`src/design/lgs_pkg.sv`:
```
// shared types, constants and functions for the life generation stencil
package lgs_pkg;

   // configuration port
   localparam int CFG_W       = 11;
   localparam int CSR_INDEX_W = 2;
   localparam logic [CFG_W-1:0] GRID_RESET = 11'd1024;
   localparam int MIN_GRID    = 3;

   // response queue depth
   localparam int RSP_DEPTH   = 4;
   localparam int RSP_PTR_W   = $clog2(RSP_DEPTH);
   localparam int RSP_CNT_W   = RSP_PTR_W + 1;

   // life rule constants
   localparam logic [3:0] BIRTH_COUNT   = 4'd3;
   localparam logic [3:0] SURVIVE_COUNT = 4'd2;

   typedef enum logic [CSR_INDEX_W-1:0] {
      CSR_GRID_WIDTH  = 2'd0,
      CSR_GRID_HEIGHT = 2'd1
   } csr_index_type;

   // per-cell control bits from the raster position logic
   typedef struct packed {
      logic produce;
      logic row_done;
      logic frame_done;
   } cell_flags_type;

   // one response transaction
   typedef struct packed {
      logic next_alive;
      logic row_done;
      logic frame_done;
   } rsp_item_type;

   // b3/s23 rule on a 3x3 window, center at bit 4
   function automatic logic life_rule(input logic [8:0] win);
      logic [3:0] count;
      count = 4'd0;
      for (int i = 0; i < 9; i++) begin
         if (i != 4) begin
            count = count + 4'(win[i]);
         end
      end
      return (count == BIRTH_COUNT) || ((count == SURVIVE_COUNT) && win[4]);
   endfunction

endpackage

```
`src/design/lgs_req_if.sv`:
```
// request channel: one raster cell per transaction
interface lgs_req_if;
   logic valid;
   logic ready;
   logic cell_alive;
   logic frame_start;

   modport source (output valid, output cell_alive, output frame_start, input ready);
   modport sink   (input valid, input cell_alive, input frame_start, output ready);
endinterface

```
`src/design/lgs_rsp_if.sv`:
```
// response channel: next state of one interior cell per transaction
interface lgs_rsp_if;
   logic valid;
   logic ready;
   logic next_alive;
   logic row_done;
   logic frame_done;

   modport source (output valid, output next_alive, output row_done, output frame_done,
                   input ready);
   modport sink   (input valid, input next_alive, input row_done, input frame_done,
                   output ready);
endinterface

```
`src/design/lgs_csr_if.sv`:
```
// configuration write channel
interface lgs_csr_if import lgs_pkg::*; ();
   logic                   valid;
   logic                   ready;
   logic [CSR_INDEX_W-1:0] index;
   logic [CFG_W-1:0]       data;

   modport source (output valid, output index, output data, input ready);
   modport sink   (input valid, input index, input data, output ready);
endinterface

```
`src/design/life_generation_stencil_top.sv`:
```
// life generation stencil: one b3/s23 generation over a raster-streamed grid
// a result passes through the stencil register stage and the response queue before it is offered
// throughput: one cell per cycle given queue room, bound by the line memory's one read and write
// reset: grid size registers return to 1024 and position to row 0, column 0
// after reset the line memory is cleared entry by entry with req not ready
// configuration writes are taken at any time, one per cycle
module life_generation_stencil_top import lgs_pkg::*; #(
   parameter int MAX_WIDTH  = 1024,
   parameter int MAX_HEIGHT = 1024
) (
   input  logic         clock,
   input  logic         reset,
   lgs_req_if.sink      req_bus,
   lgs_rsp_if.source    rsp_bus,
   lgs_csr_if.sink      csr_bus
);

   localparam int CW = (MAX_WIDTH > 1) ? $clog2(MAX_WIDTH) : 1;

   logic                 req_accept;
   logic                 rsp_pop;
   logic                 clearing;
   logic                 busy;
   logic                 push;
   logic                 upper, middle;
   logic [CW-1:0]        col;
   logic [RSP_CNT_W-1:0] queue_count;
   logic [RSP_CNT_W-1:0] reserved;
   cell_flags_type       flags;
   rsp_item_type         push_item;
   rsp_item_type         head_item;
   logic                 not_empty;

   // accept a cell only when not clearing and the queue can absorb it and the one in flight
   always_comb begin
      reserved      = queue_count + RSP_CNT_W'(busy);
      req_bus.ready = !clearing && (reserved < RSP_CNT_W'(RSP_DEPTH));
      req_accept    = req_bus.valid && req_bus.ready;
      csr_bus.ready = 1'b1;
   end

   lgs_position #(
      .MAX_WIDTH  (MAX_WIDTH),
      .MAX_HEIGHT (MAX_HEIGHT)
   ) u_position (
      .clock       (clock),
      .reset       (reset),
      .csr_write   (csr_bus.valid),
      .csr_index   (csr_bus.index),
      .csr_data    (csr_bus.data),
      .accept      (req_accept),
      .frame_start (req_bus.frame_start),
      .col         (col),
      .flags       (flags)
   );

   lgs_line_buffer #(
      .MAX_WIDTH (MAX_WIDTH)
   ) u_line_buffer (
      .clock    (clock),
      .reset    (reset),
      .rd_en    (req_accept),
      .rd_addr  (col),
      .cell_bit (req_bus.cell_alive),
      .clearing (clearing),
      .upper    (upper),
      .middle   (middle)
   );

   lgs_stencil u_stencil (
      .clock     (clock),
      .reset     (reset),
      .accept    (req_accept),
      .cell_bit  (req_bus.cell_alive),
      .flags     (flags),
      .upper     (upper),
      .middle    (middle),
      .busy      (busy),
      .push      (push),
      .push_item (push_item)
   );

   lgs_rsp_fifo u_rsp_fifo (
      .clock     (clock),
      .reset     (reset),
      .push      (push),
      .push_item (push_item),
      .pop       (rsp_pop),
      .not_empty (not_empty),
      .head_item (head_item),
      .count     (queue_count)
   );

   // response channel
   always_comb begin
      rsp_bus.valid      = not_empty;
      rsp_pop            = not_empty && rsp_bus.ready;
      rsp_bus.next_alive = head_item.next_alive;
      rsp_bus.row_done   = head_item.row_done;
      rsp_bus.frame_done = head_item.frame_done;
   end

endmodule

```
`src/design/lgs_position.sv`:
```
// grid size registers and raster position tracking
module lgs_position import lgs_pkg::*; #(
   parameter int MAX_WIDTH  = 1024,
   parameter int MAX_HEIGHT = 1024,
   localparam int CW = (MAX_WIDTH  > 1) ? $clog2(MAX_WIDTH)  : 1,
   localparam int RW = (MAX_HEIGHT > 1) ? $clog2(MAX_HEIGHT) : 1
) (
   input  logic                   clock,
   input  logic                   reset,
   input  logic                   csr_write,
   input  logic [CSR_INDEX_W-1:0] csr_index,
   input  logic [CFG_W-1:0]       csr_data,
   input  logic                   accept,
   input  logic                   frame_start,
   output logic [CW-1:0]          col,
   output cell_flags_type         flags
);

   localparam int SW = ((CW + 1) > CFG_W) ? (CW + 1) : CFG_W;
   localparam int SH = ((RW + 1) > CFG_W) ? (RW + 1) : CFG_W;

   logic [CFG_W-1:0] grid_width_ff, grid_width_in;
   logic [CFG_W-1:0] grid_height_ff, grid_height_in;
   logic [CW-1:0]    col_ff, col_in;
   logic [RW-1:0]    row_ff, row_in;

   logic [SW-1:0] gw_ext, w_last_wide;
   logic [SH-1:0] gh_ext, h_last_wide;
   logic [CW-1:0] w_last, col_cur;
   logic [RW-1:0] h_last, row_cur;
   logic          row_end;

   // configuration writes, unknown indexes ignored
   always_comb begin
      grid_width_in  = grid_width_ff;
      grid_height_in = grid_height_ff;
      if (csr_write) begin
         unique case (csr_index_type'(csr_index))
            CSR_GRID_WIDTH:  grid_width_in  = csr_data;
            CSR_GRID_HEIGHT: grid_height_in = csr_data;
            default: ;
         endcase
      end
   end

   // effective last column and row, size saturated into the legal range
   always_comb begin
      gw_ext = SW'(grid_width_ff);
      gh_ext = SH'(grid_height_ff);
      priority if (gw_ext < SW'(MIN_GRID)) begin
         w_last_wide = SW'(MIN_GRID - 1);
      end else if (gw_ext > SW'(MAX_WIDTH)) begin
         w_last_wide = SW'(MAX_WIDTH - 1);
      end else begin
         w_last_wide = gw_ext - SW'(1);
      end
      priority if (gh_ext < SH'(MIN_GRID)) begin
         h_last_wide = SH'(MIN_GRID - 1);
      end else if (gh_ext > SH'(MAX_HEIGHT)) begin
         h_last_wide = SH'(MAX_HEIGHT - 1);
      end else begin
         h_last_wide = gh_ext - SH'(1);
      end
      w_last = w_last_wide[CW-1:0];
      h_last = h_last_wide[RW-1:0];
   end

   // position of the incoming cell and its result flags
   always_comb begin
      col_cur          = frame_start ? '0 : col_ff;
      row_cur          = frame_start ? '0 : row_ff;
      row_end          = (col_cur == w_last);
      flags.produce    = (row_cur >= RW'(2)) && (col_cur >= CW'(2)) &&
                         (row_cur <= h_last) && (col_cur <= w_last);
      flags.row_done   = row_end;
      flags.frame_done = row_end && (row_cur == h_last);
      col              = col_cur;
   end

   // raster advance with wrap at the row and frame ends
   always_comb begin
      col_in = col_ff;
      row_in = row_ff;
      if (accept) begin
         if (col_cur >= w_last) begin
            col_in = '0;
            row_in = (row_cur >= h_last) ? '0 : row_cur + RW'(1);
         end else begin
            col_in = col_cur + CW'(1);
            row_in = row_cur;
         end
      end
   end

   always_ff @(posedge clock) begin
      if (reset) begin
         grid_width_ff  <= GRID_RESET;
         grid_height_ff <= GRID_RESET;
         col_ff         <= '0;
         row_ff         <= '0;
      end else begin
         grid_width_ff  <= grid_width_in;
         grid_height_ff <= grid_height_in;
         col_ff         <= col_in;
         row_ff         <= row_in;
      end
   end

endmodule

```
`src/design/lgs_line_buffer.sv`:
```
// two row line buffers in one memory, read-modify-write per cell
module lgs_line_buffer import lgs_pkg::*; #(
   parameter int MAX_WIDTH = 1024,
   localparam int CW = (MAX_WIDTH > 1) ? $clog2(MAX_WIDTH) : 1
) (
   input  logic          clock,
   input  logic          reset,
   input  logic          rd_en,
   input  logic [CW-1:0] rd_addr,
   input  logic          cell_bit,
   output logic          clearing,
   output logic          upper,
   output logic          middle
);

   // word is {upper row bit, middle row bit}
   logic [1:0] line_mem [MAX_WIDTH];

   logic          clr_ff, clr_in;
   logic [CW-1:0] clr_addr_ff, clr_addr_in;
   logic          s_valid_ff;
   logic [CW-1:0] s_addr_ff;
   logic          s_cell_ff;
   logic [1:0]    rdata_ff;
   logic          fwd_valid_ff;
   logic [CW-1:0] fwd_addr_ff;
   logic [1:0]    fwd_data_ff;

   logic [1:0]    line_word;
   logic          wr_en;
   logic [CW-1:0] wr_addr;
   logic [1:0]    wr_data;

   // clearing pass after reset, one entry per cycle
   always_comb begin
      clr_in      = clr_ff;
      clr_addr_in = clr_addr_ff;
      if (clr_ff) begin
         if (clr_addr_ff == CW'(MAX_WIDTH - 1)) begin
            clr_in = 1'b0;
         end else begin
            clr_addr_in = clr_addr_ff + CW'(1);
         end
      end
   end

   // read data, bypassed from the write of the previous cycle on an address match
   always_comb begin
      line_word = (fwd_valid_ff && (fwd_addr_ff == s_addr_ff)) ? fwd_data_ff : rdata_ff;
      upper     = line_word[1];
      middle    = line_word[0];
   end

   // write port: middle moves up, new cell becomes middle
   always_comb begin
      if (clr_ff) begin
         wr_en   = 1'b1;
         wr_addr = clr_addr_ff;
         wr_data = 2'b00;
      end else begin
         wr_en   = s_valid_ff;
         wr_addr = s_addr_ff;
         wr_data = {line_word[0], s_cell_ff};
      end
   end

   // memory
   always_ff @(posedge clock) begin
      if (rd_en) begin
         rdata_ff <= line_mem[rd_addr];
      end
      if (wr_en) begin
         line_mem[wr_addr] <= wr_data;
      end
   end

   // control state
   always_ff @(posedge clock) begin
      if (reset) begin
         clr_ff       <= 1'b1;
         clr_addr_ff  <= '0;
         s_valid_ff   <= 1'b0;
         fwd_valid_ff <= 1'b0;
      end else begin
         clr_ff       <= clr_in;
         clr_addr_ff  <= clr_addr_in;
         s_valid_ff   <= rd_en;
         fwd_valid_ff <= s_valid_ff && !clr_ff;
      end
   end

   // payload of the read stage and the bypass
   always_ff @(posedge clock) begin
      if (rd_en) begin
         s_addr_ff <= rd_addr;
         s_cell_ff <= cell_bit;
      end
      fwd_addr_ff <= s_addr_ff;
      fwd_data_ff <= wr_data;
   end

   assign clearing = clr_ff;

endmodule

```
`src/design/lgs_stencil.sv`:
```
// sliding 3x3 window and life rule evaluation
module lgs_stencil import lgs_pkg::*; (
   input  logic           clock,
   input  logic           reset,
   input  logic           accept,
   input  logic           cell_bit,
   input  cell_flags_type flags,
   input  logic           upper,
   input  logic           middle,
   output logic           busy,
   output logic           push,
   output rsp_item_type   push_item
);

   logic           b_valid_ff;
   logic           b_cell_ff;
   cell_flags_type b_flags_ff;
   logic [8:0]     window_ff, window_in;

   // newest column enters at the low bits
   always_comb begin
      window_in = {window_ff[5:0], upper, middle, b_cell_ff};
   end

   // result for the window center
   always_comb begin
      push                 = b_valid_ff && b_flags_ff.produce;
      push_item.next_alive = life_rule(window_in);
      push_item.row_done   = b_flags_ff.row_done;
      push_item.frame_done = b_flags_ff.frame_done;
      busy                 = b_valid_ff;
   end

   always_ff @(posedge clock) begin
      if (reset) begin
         b_valid_ff <= 1'b0;
         window_ff  <= '0;
      end else begin
         b_valid_ff <= accept;
         if (b_valid_ff) begin
            window_ff <= window_in;
         end
      end
   end

   always_ff @(posedge clock) begin
      if (accept) begin
         b_cell_ff  <= cell_bit;
         b_flags_ff <= flags;
      end
   end

endmodule

```
`src/design/lgs_rsp_fifo.sv`:
```
// small response queue decoupling the pipeline from output stalls
module lgs_rsp_fifo import lgs_pkg::*; (
   input  logic                 clock,
   input  logic                 reset,
   input  logic                 push,
   input  rsp_item_type         push_item,
   input  logic                 pop,
   output logic                 not_empty,
   output rsp_item_type         head_item,
   output logic [RSP_CNT_W-1:0] count
);

   rsp_item_type         queue_mem [RSP_DEPTH];
   logic [RSP_PTR_W-1:0] wr_ptr_ff, rd_ptr_ff;
   logic [RSP_CNT_W-1:0] count_ff, count_in;

   // occupancy
   always_comb begin
      count_in = count_ff;
      unique case ({push, pop})
         2'b10:   count_in = count_ff + RSP_CNT_W'(1);
         2'b01:   count_in = count_ff - RSP_CNT_W'(1);
         default: count_in = count_ff;
      endcase
   end

   always_ff @(posedge clock) begin
      if (reset) begin
         wr_ptr_ff <= '0;
         rd_ptr_ff <= '0;
         count_ff  <= '0;
      end else begin
         count_ff <= count_in;
         if (push) begin
            wr_ptr_ff <= wr_ptr_ff + RSP_PTR_W'(1);
         end
         if (pop) begin
            rd_ptr_ff <= rd_ptr_ff + RSP_PTR_W'(1);
         end
      end
   end

   always_ff @(posedge clock) begin
      if (push) begin
         queue_mem[wr_ptr_ff] <= push_item;
      end
   end

   assign not_empty = (count_ff != '0);
   assign head_item = queue_mem[rd_ptr_ff];
   assign count     = count_ff;

endmodule

```
`src/flat_wrapper.sv`:
```
// flat-port wrapper written by rule: the top's interface ports become plain ports
module life_generation_stencil_top_flat import lgs_pkg::*;
#(
   parameter int MAX_WIDTH  = 1024,
   parameter int MAX_HEIGHT = 1024
)
  (clock, reset, req_bus_valid, req_bus_cell_alive, req_bus_frame_start, req_bus_ready, rsp_bus_valid, rsp_bus_next_alive, rsp_bus_row_done, rsp_bus_frame_done, rsp_bus_ready, csr_bus_valid, csr_bus_index, csr_bus_data, csr_bus_ready);
  lgs_req_if req_bus_i ();
  lgs_rsp_if rsp_bus_i ();
  lgs_csr_if csr_bus_i ();
  input  logic clock;
  input  logic reset;
  input wire logic [$bits(req_bus_i.valid)-1:0] req_bus_valid;
  input wire logic [$bits(req_bus_i.cell_alive)-1:0] req_bus_cell_alive;
  input wire logic [$bits(req_bus_i.frame_start)-1:0] req_bus_frame_start;
  output wire logic [$bits(req_bus_i.ready)-1:0] req_bus_ready;
  output wire logic [$bits(rsp_bus_i.valid)-1:0] rsp_bus_valid;
  output wire logic [$bits(rsp_bus_i.next_alive)-1:0] rsp_bus_next_alive;
  output wire logic [$bits(rsp_bus_i.row_done)-1:0] rsp_bus_row_done;
  output wire logic [$bits(rsp_bus_i.frame_done)-1:0] rsp_bus_frame_done;
  input wire logic [$bits(rsp_bus_i.ready)-1:0] rsp_bus_ready;
  input wire logic [$bits(csr_bus_i.valid)-1:0] csr_bus_valid;
  input wire logic [$bits(csr_bus_i.index)-1:0] csr_bus_index;
  input wire logic [$bits(csr_bus_i.data)-1:0] csr_bus_data;
  output wire logic [$bits(csr_bus_i.ready)-1:0] csr_bus_ready;
  assign req_bus_i.valid = req_bus_valid;
  assign req_bus_i.cell_alive = req_bus_cell_alive;
  assign req_bus_i.frame_start = req_bus_frame_start;
  assign req_bus_ready = req_bus_i.ready;
  assign rsp_bus_valid = rsp_bus_i.valid;
  assign rsp_bus_next_alive = rsp_bus_i.next_alive;
  assign rsp_bus_row_done = rsp_bus_i.row_done;
  assign rsp_bus_frame_done = rsp_bus_i.frame_done;
  assign rsp_bus_i.ready = rsp_bus_ready;
  assign csr_bus_i.valid = csr_bus_valid;
  assign csr_bus_i.index = csr_bus_index;
  assign csr_bus_i.data = csr_bus_data;
  assign csr_bus_ready = csr_bus_i.ready;
  life_generation_stencil_top #(.MAX_WIDTH(MAX_WIDTH), .MAX_HEIGHT(MAX_HEIGHT)) u_core (.clock(clock), .reset(reset), .req_bus(req_bus_i), .rsp_bus(rsp_bus_i), .csr_bus(csr_bus_i));
endmodule
```
`config.mk`:
```
export PLATFORM = sky130hd
export DESIGN_NAME = life_generation_stencil_top_flat
export DESIGN_NICKNAME = d
export VERILOG_FILES = /design/src/design/lgs_pkg.sv /design/src/design/lgs_req_if.sv /design/src/design/lgs_rsp_if.sv /design/src/design/lgs_csr_if.sv /design/src/design/life_generation_stencil_top.sv /design/src/design/lgs_position.sv /design/src/design/lgs_line_buffer.sv /design/src/design/lgs_stencil.sv /design/src/design/lgs_rsp_fifo.sv /design/src/flat_wrapper.sv
export SDC_FILE = /design/constraint.sdc
export NUM_CORES = 2
export LEC_CHECK = 0
export BUFFER_PORTS_ARGS = -buffer_cell sky130_fd_sc_hd__buf_2
export CORE_MARGIN = 2
export CORE_UTILIZATION = 50
export CTS_CLUSTER_DIAMETER = 80
export DETAILED_ROUTE_END_ITERATION = 8
export PLACE_DENSITY = 0.74
export SLEW_MARGIN = 10
export SYNTH_ARGS = -nofsm -noshare
export SYNTH_HDL_FRONTEND = slang
export SYNTH_SLANG_ARGS = --single-unit
```
`constraint.sdc`:
```
create_clock -name clock -period 31.6 [get_ports clock]
set_input_delay 6.32 -clock clock [delete_from_list [all_inputs] [get_ports clock]]
set_output_delay 6.32 -clock clock [all_outputs]
set_load 0.005 [all_outputs]
```
Word level (Yosys, flattened, before mapping)
Memories as Yosys holds them, arrays and structs flattened. A register that Yosys moved wholly into a read port is not among the register bits. Cells that the tools add are included.

Add/sub/neg operators: 17. Order comparisons: 11. Equal/unequal tests: 9. Muxes and demuxes: 22. Bitwise operators: 1. Reductions and logical operators: 19.

Operators with widths (number): 10-bit 2-to-1 mux (10); 10-bit by 1-bit adder with 10-bit output, second input constant (3); 10-bit == test (3); 11-bit greater-than comparator, second input constant (2); 11-bit by 2-bit less-than comparator with 1-bit output, second input constant (2); 10-bit >= comparator (2); 10-bit by 2-bit >= comparator with 1-bit output, second input constant (2); 10-bit less-or-equal comparator (2); 10-bit by 1-bit subtractor with 10-bit output, second input constant (2); 4-bit by 1-bit adder with 4-bit output (4); 1-bit logical AND (11); 10-bit == test, second input constant (1); 4-bit by 2-bit == test with 1-bit output, second input constant (2); 2-bit 2-to-1 mux (4); 1-bit 2-to-1 mux (7); 3-bit one-hot mux with 2 select lines (1); 2-bit AND reduction (3); 2-bit by 1-bit adder with 2-bit output, second input constant (2); 3-bit by 1-bit adder with 4-bit output (1); 2-bit by 1-bit == test with 1-bit output, second input constant (2); 2-bit by 1-bit adder with 3-bit output (1); 3-bit by 1-bit adder with 3-bit output (1); 3-bit by 1-bit adder with 3-bit output, second input constant (1); 3-bit less-than comparator, second input constant (1); other kinds (9) (9).

Register bits: 94. RAM bits: 2060. Bits of input ports: 20. Output and inout port bits: 6. Word-level logic and storage cells: 100. Memories kept: 2.

Memory list: u_core.u_line_buffer.line_mem (depth 1024, bits a word 2, rd ports 1, clocked after memory_dff 1, write ports 1, line lgs_line_buffer.sv:17) `logic [1:0] line_mem [MAX_WIDTH];`; u_core.u_rsp_fifo.queue_mem (depth 4, bits a word 3, rd ports 1, clocked after memory_dff 1, write ports 1, line lgs_rsp_fifo.sv:13) `rsp_item_type queue_mem [RSP_DEPTH];`.

Depth between registers and ports, before layout
Depth in word-level cells: 13. Gate-level depth with buffers: 19. Depth with buffers taken out: 17.

Hierarchy
Synthesis repeated with hierarchy kept, for this count alone.

Cell total of the unflattened synthesis: 5482. Area total of the unflattened synthesis: 89766.1 sq um.

By module, submodules not included: lgs_line_buffer (times used 1, cells each 4979, area each 85142.9 sq um, seq. area each 62389.8 sq um); lgs_position (times used 1, cells each 387, area each 3148.0 sq um, seq. area each 840.8 sq um); lgs_rsp_fifo (times used 1, cells each 57, area each 848.3 sq um, seq. area each 540.5 sq um); lgs_stencil (times used 1, cells each 51, area each 578.1 sq um, seq. area each 260.2 sq um); life_generation_stencil_top (times used 1, cells each 8, area each 48.8 sq um, seq. area each 0.0 sq um).

Least setup slack after synthesis
Ideal clock, no wire load.

Path type: register to register. Start point: register u_core.u_line_buffer.s_addr_ff[2]. End point: memory u_core.u_line_buffer.line_mem[0][1], data pin. Library setup time: 4970 ps. Arrival: 24720 ps. Required time: 26630 ps. Setup slack: 1910 ps. Stages on the path, launching flop included: 6. Path buffers: 0. Clock period less this slack: 29690 ps. Cells stage by stage: edfxtp_1 -> xnor2_1 -> nand4_1 -> nor3_1 -> mux2i_1 -> nor2_1.

Longest elaborated chain between the ends: 4.

RTL lines: start, declared (line lgs_line_buffer.sv:22) `logic [CW-1:0] s_addr_ff;`; start signal, assigned (line lgs_line_buffer.sv:95) `s_addr_ff <= rd_addr;`; 10-bit == test (line lgs_line_buffer.sv:49) `line_word = (fwd_valid_ff && (fwd_addr_ff == s_addr_ff)) ? fwd_data_ff : rdata_ff;`; 1-bit logical AND (line lgs_line_buffer.sv:49); 2-bit 2-to-1 mux (line lgs_line_buffer.sv:49); 2-bit 2-to-1 mux (line lgs_line_buffer.sv:56) `if (clr_ff) begin`; named net u_core.u_line_buffer.wr_data[1] (line lgs_line_buffer.sv:32) `logic [1:0] wr_data;`; end, declared (line lgs_line_buffer.sv:17).

The timed path passes the listed nets, and every way through them passes these cells.

Worst setup path in the final report
Start point: input req_bus_frame_start. End point: register u_core.u_line_buffer.rdata_ff[0] (read register of u_core.u_line_buffer.line_mem), data pin.

Longest elaborated chain between the ends: 1.

RTL lines: start, declared (line flat_wrapper.sv:15) `input wire logic [$bits(req_bus_i.frame_start)-1:0] req_bus_frame_start;`; 10-bit 2-to-1 mux (line lgs_position.sv:70) `col_cur = frame_start ? '0 : col_ff;`; end, declared (line lgs_line_buffer.sv:24) `logic [1:0] rdata_ff;`.

No other way between the ends. A chain may end at the register's enable or synchronous reset.

==> reports/qor_table.md <==
| Item | Value |
|---|---|
| Slew headroom | 2.59% |
| All-Layer GR Usage | 28.5% |
| Pre-CTS setup slack | 18.93 ns |
| Max Cap Violations | 0 |
| Detailed Routing Iterations Pass 1 | 8 |
| Total clock buffers created by CTS | 207 |
| Total power density per cell area | 55.4 mW/mm² |
| Final period util | 38.3% |
| YS warnings | 0 |
| CTS Root Buffer Type | clkbuf_16 |
| Critical Path Source | req_bus_frame_start |
| Final setup TNS | 0 ns |
| LEAKAGE | 0.0304 µW |
| Cells after Synth | 7,015 |
| Post-route standard cell area excluding fillers | 0.100 mm² |
| Share of the yosys chip area belonging to registers | 69.8% |
| Share of flip-flops with an asynchronous set or reset after synthesis | 0% |
| Initial cell density of the core | 50.2% |
| RSZ-0062 raised after global routing | no |
| Hold EP | u_core.u_position.row_ff[9] |
| Post-cts hold buffer count | 0 |
| Maximum single-stage delay on the critical path | 0.74 ns |
| Worst Setup End Kind | flip-flop |
| Worst reg-to-reg path cell count | 13 |
| Maximum fanout along the worst path | 66 |
| Quantity of gates resized following cts | 0 |
| Crit Path Category | input port to flip-flop |
| CP Launch Type | input port |
| Result of the run | completed |
| Worst IR drop on VDD | 52.8 µV |
| Area of the mapped netlist | 0.0917 mm² |
| Reg2Reg Setup Slack | 25.25 ns |
| Achievable Freq | 82.7 MHz |
| Post-detailed-route wirelength per cell | 28.8 µm |
| HPWL Detailed | 145,000 µm |
| Die outline width | 432 µm |
| Initial antenna violation count | 12 |
| Top-Level Pins | 26 |
| Required arrival time at the worst endpoint | 32.18 ns |
| Net Count, Synth | 7,075 |
| Final setup violating endpoints | 0 |
| Vias in the first global route | 57,900 |
| Most frequent cells in the layout | edfxtp_1, nor2_1, nand2_1, mux2i_1, a21oi_1 |
| Slowest cell on the critical path | buf_4 |
| Data arrival, critical path | 12.67 ns |
| Final routed wirelength across all metal layers | 271,000 µm |
| Total via count in the routed design | 61,000 |
| Ordered list of cells on the worst path | buf_2, buf_4, nand2b_4, buf_4, buf_4, buf_4, buf_4, a31oi_1, a32o_1, o311ai_1, a22oi_1, a2111oi_0, o32ai_1 |
| Layout cells sized above 1 | 9.66% |
| Wire length of the first global-routing pass | 388,000 µm |
| Clock sink count | 2,158 |
| Clock latency of the later-clocked register in the worst-skew pair | 0.87 ns |
| Time the final worst path needs with I/O delays and setup | 12.09 ns |
| Layout Nets | 6,903 |
| Global-route congestion overflow total | 0 |
| Area of the core | 0.183 mm² |
| Top-area cell type share of the netlist area | 68.0% |
| Largest net degree at the start of global routing | 254 |
| Class of the tightest hold or removal check | flip-flop to flip-flop |
| Main area contributors after synthesis | edfxtp_1, mux2i_1, nor2_1 |
| Launch point of the worst reg-to-reg path | u_core.u_position.col_ff[0] |
| Post-layout worst setup margin | 19.51 ns |
| Synthesized flop and latch total | 2,158 |
| Most common library cell in the layout ignoring fill and taps | edfxtp_1 |
| Total setup buffers inserted after CTS | 0 |
| WHS Path Cells | 2 |
| Final hold viol count | 0 |
| Number of vias per cell | 6.48 |
| Synth area leader | edfxtp_1 |
| Cell row count | 157 |
| Die area | 0.187 mm² |
| Clk_skew | 0.0493 ns |
| Worst Max-Slew Pin Slew | 1.44 ns |
| Clock tree from TritonCTS | yes |
| Final weighted congestion in routability-driven placement | 0.874 |
| Area added between synthesis and finish | 9.17% |
| Clk pin slew, worst setup/hold paths | 0.06 ns |
| Cell Area, Placed | 0.0935 mm² |
| DRC violation count after routing | 0 |
| Starting DRT DRC Count | 9,674 |
| Port Buffer Count | 24 |
| Synth Flop Type | edfxtp_1 |
| Reg-to-reg critical path endpoint | u_core.u_line_buffer.rdata_ff[0] |
| Final count of pins violating max slew | 0 |
| Number of distinct library cell variants in the gate-level netlist after synthesis | 80 |
| Avg Inst Size Synth | 13.1 µm² |
| Post-route ant nets | 0 |
| Max H-tree Level | 4 |
| Max clock buf depth | 3 |
| Vert. Die Dim | 432 µm |
| Startpoint of the most critical hold path | u_core.u_position.row_ff[9] |
| Number of enable flip-flop cells after synthesis | 2,076 |
| Critical path's most frequent cell | buf_4 |
-- worst max-delay path by stage --
| stage | to | slack (ns) | depth (start not counted) |
|---|---|---|---|
| 4_1_cts | u_core.u_line_buffer.rdata_ff[0] | 19.80 | 13 |
| 3_3_place_gp | u_core.u_line_buffer.rdata_ff[0] | 19.01 | 13 |
| 3_5_place_dp | u_core.u_line_buffer.rdata_ff[0] | 18.93 | 13 |
| 5_1_grt | u_core.u_line_buffer.rdata_ff[0] | 19.49 | 13 |
| 6_report | u_core.u_line_buffer.rdata_ff[0] | 19.51 | 13 |
| 2_1_floorplan | u_core.u_line_buffer.line_mem[0][1] | 1.91 | 5 |
-- layer usage --
metal | part of all wire, % | global-route usage, % | vias up
met2 | 44 | 43.3 | 4464
met4 | 6.4 | 16.1 | 14
met3 | 14 | 7.42 | 914
li1 | - | - | 25600
met1 | 35 | 37.3 | 30000
met5 | 0.058 | 0.312 | -
-- state kept, by name (all words and copies together), names as in the netlist, 3 cells and up, named ones only --
register,cells
u_core.u_line_buffer.line_mem,2048
u_core.u_rsp_fifo.queue_mem,12
u_core.u_position.gh_ext,11
u_core.u_position.grid_width_ff,11
u_core.u_line_buffer.clr_addr_ff,10
u_core.u_line_buffer.fwd_addr_ff,10
u_core.u_line_buffer.s_addr_ff,10
u_core.u_position.col_ff,10
u_core.u_position.row_ff,10
u_core.u_stencil.window_ff,6
u_core.u_rsp_fifo.count,3
-- metrics by stage --
stage / total power (µW) / instances / util (%) / hold slack [ns]
2_1_floorplan: 3180 / 7015 / - / 0.407
3_3_place_gp: 3200 / 9019 / 51.2 / 0.463
3_5_place_dp: 3200 / 9019 / 51.2 / 0.466
4_1_cts: 5550 / 9404 / 54.8 / 0.477
5_1_grt: 5660 / 9405 / 54.8 / 0.517
6_report: 5540 / 9410 / 54.8 / 0.480
-- power by group --
group / switching [µW] / internal [µW] / leakage (µW)
logic: 41.8 / 12.0 / 0.00801
clock network: 1070 / 1330 / 0.00318
registers: 2.04 / 3090 / 0.0192
-- Yosys cell counts (38+ instances only) --
master	instances
mux2_2	120
o21ai_0	215
dfxtp_1	82
buf_4	77
o22ai_1	38
a211oi_1	99
nand3_1	190
o221ai_1	56
nor2b_1	94
a31oi_1	160
buf_2	141
a221oi_1	66
clkbuf_1	276
mux2i_1	493
a21oi_1	292
edfxtp_1	2076
nand2_1	820
nor2_1	1153
a311oi_1	42
inv_1	39
-- worst max-delay path: cells and delay by family --
family                 cells  cell delay, ns
AND/OR/NAND/NOR            1            0.58
buffers and inverters      6            3.56
AO/OA/AOI/OAI              6            2.02
-- final cells by class --
cell class / count / area, µm²
fill: 14500 / 82600
sequential: 2158 / 64000
multi-input combinational: 4248 / 24900
clock buffer: 263 / 5460
tap: 2385 / 2980
timing repair buffer: 181 / 1390
clock inverter: 122 / 1070
inverter: 47 / 211
antenna: 6 / 15.0
-- cells by family after synthesis --
| kind of cell | after synthesis | share of synthesized area (%) |
|---|---|---|
| flops | 2158 | 69.8 |
| xor+xnor | 39 | 0.373 |
| compound gates | 1139 | 8.06 |
| simple gates | 2404 | 10.8 |
| fa+ha+maj | 40 | 0.587 |
| buf+inv | 609 | 3.28 |
| mux | 625 | 7.11 |
| other cells | 1 | 0.00409 |
Power figures use the tool's default switching activity.
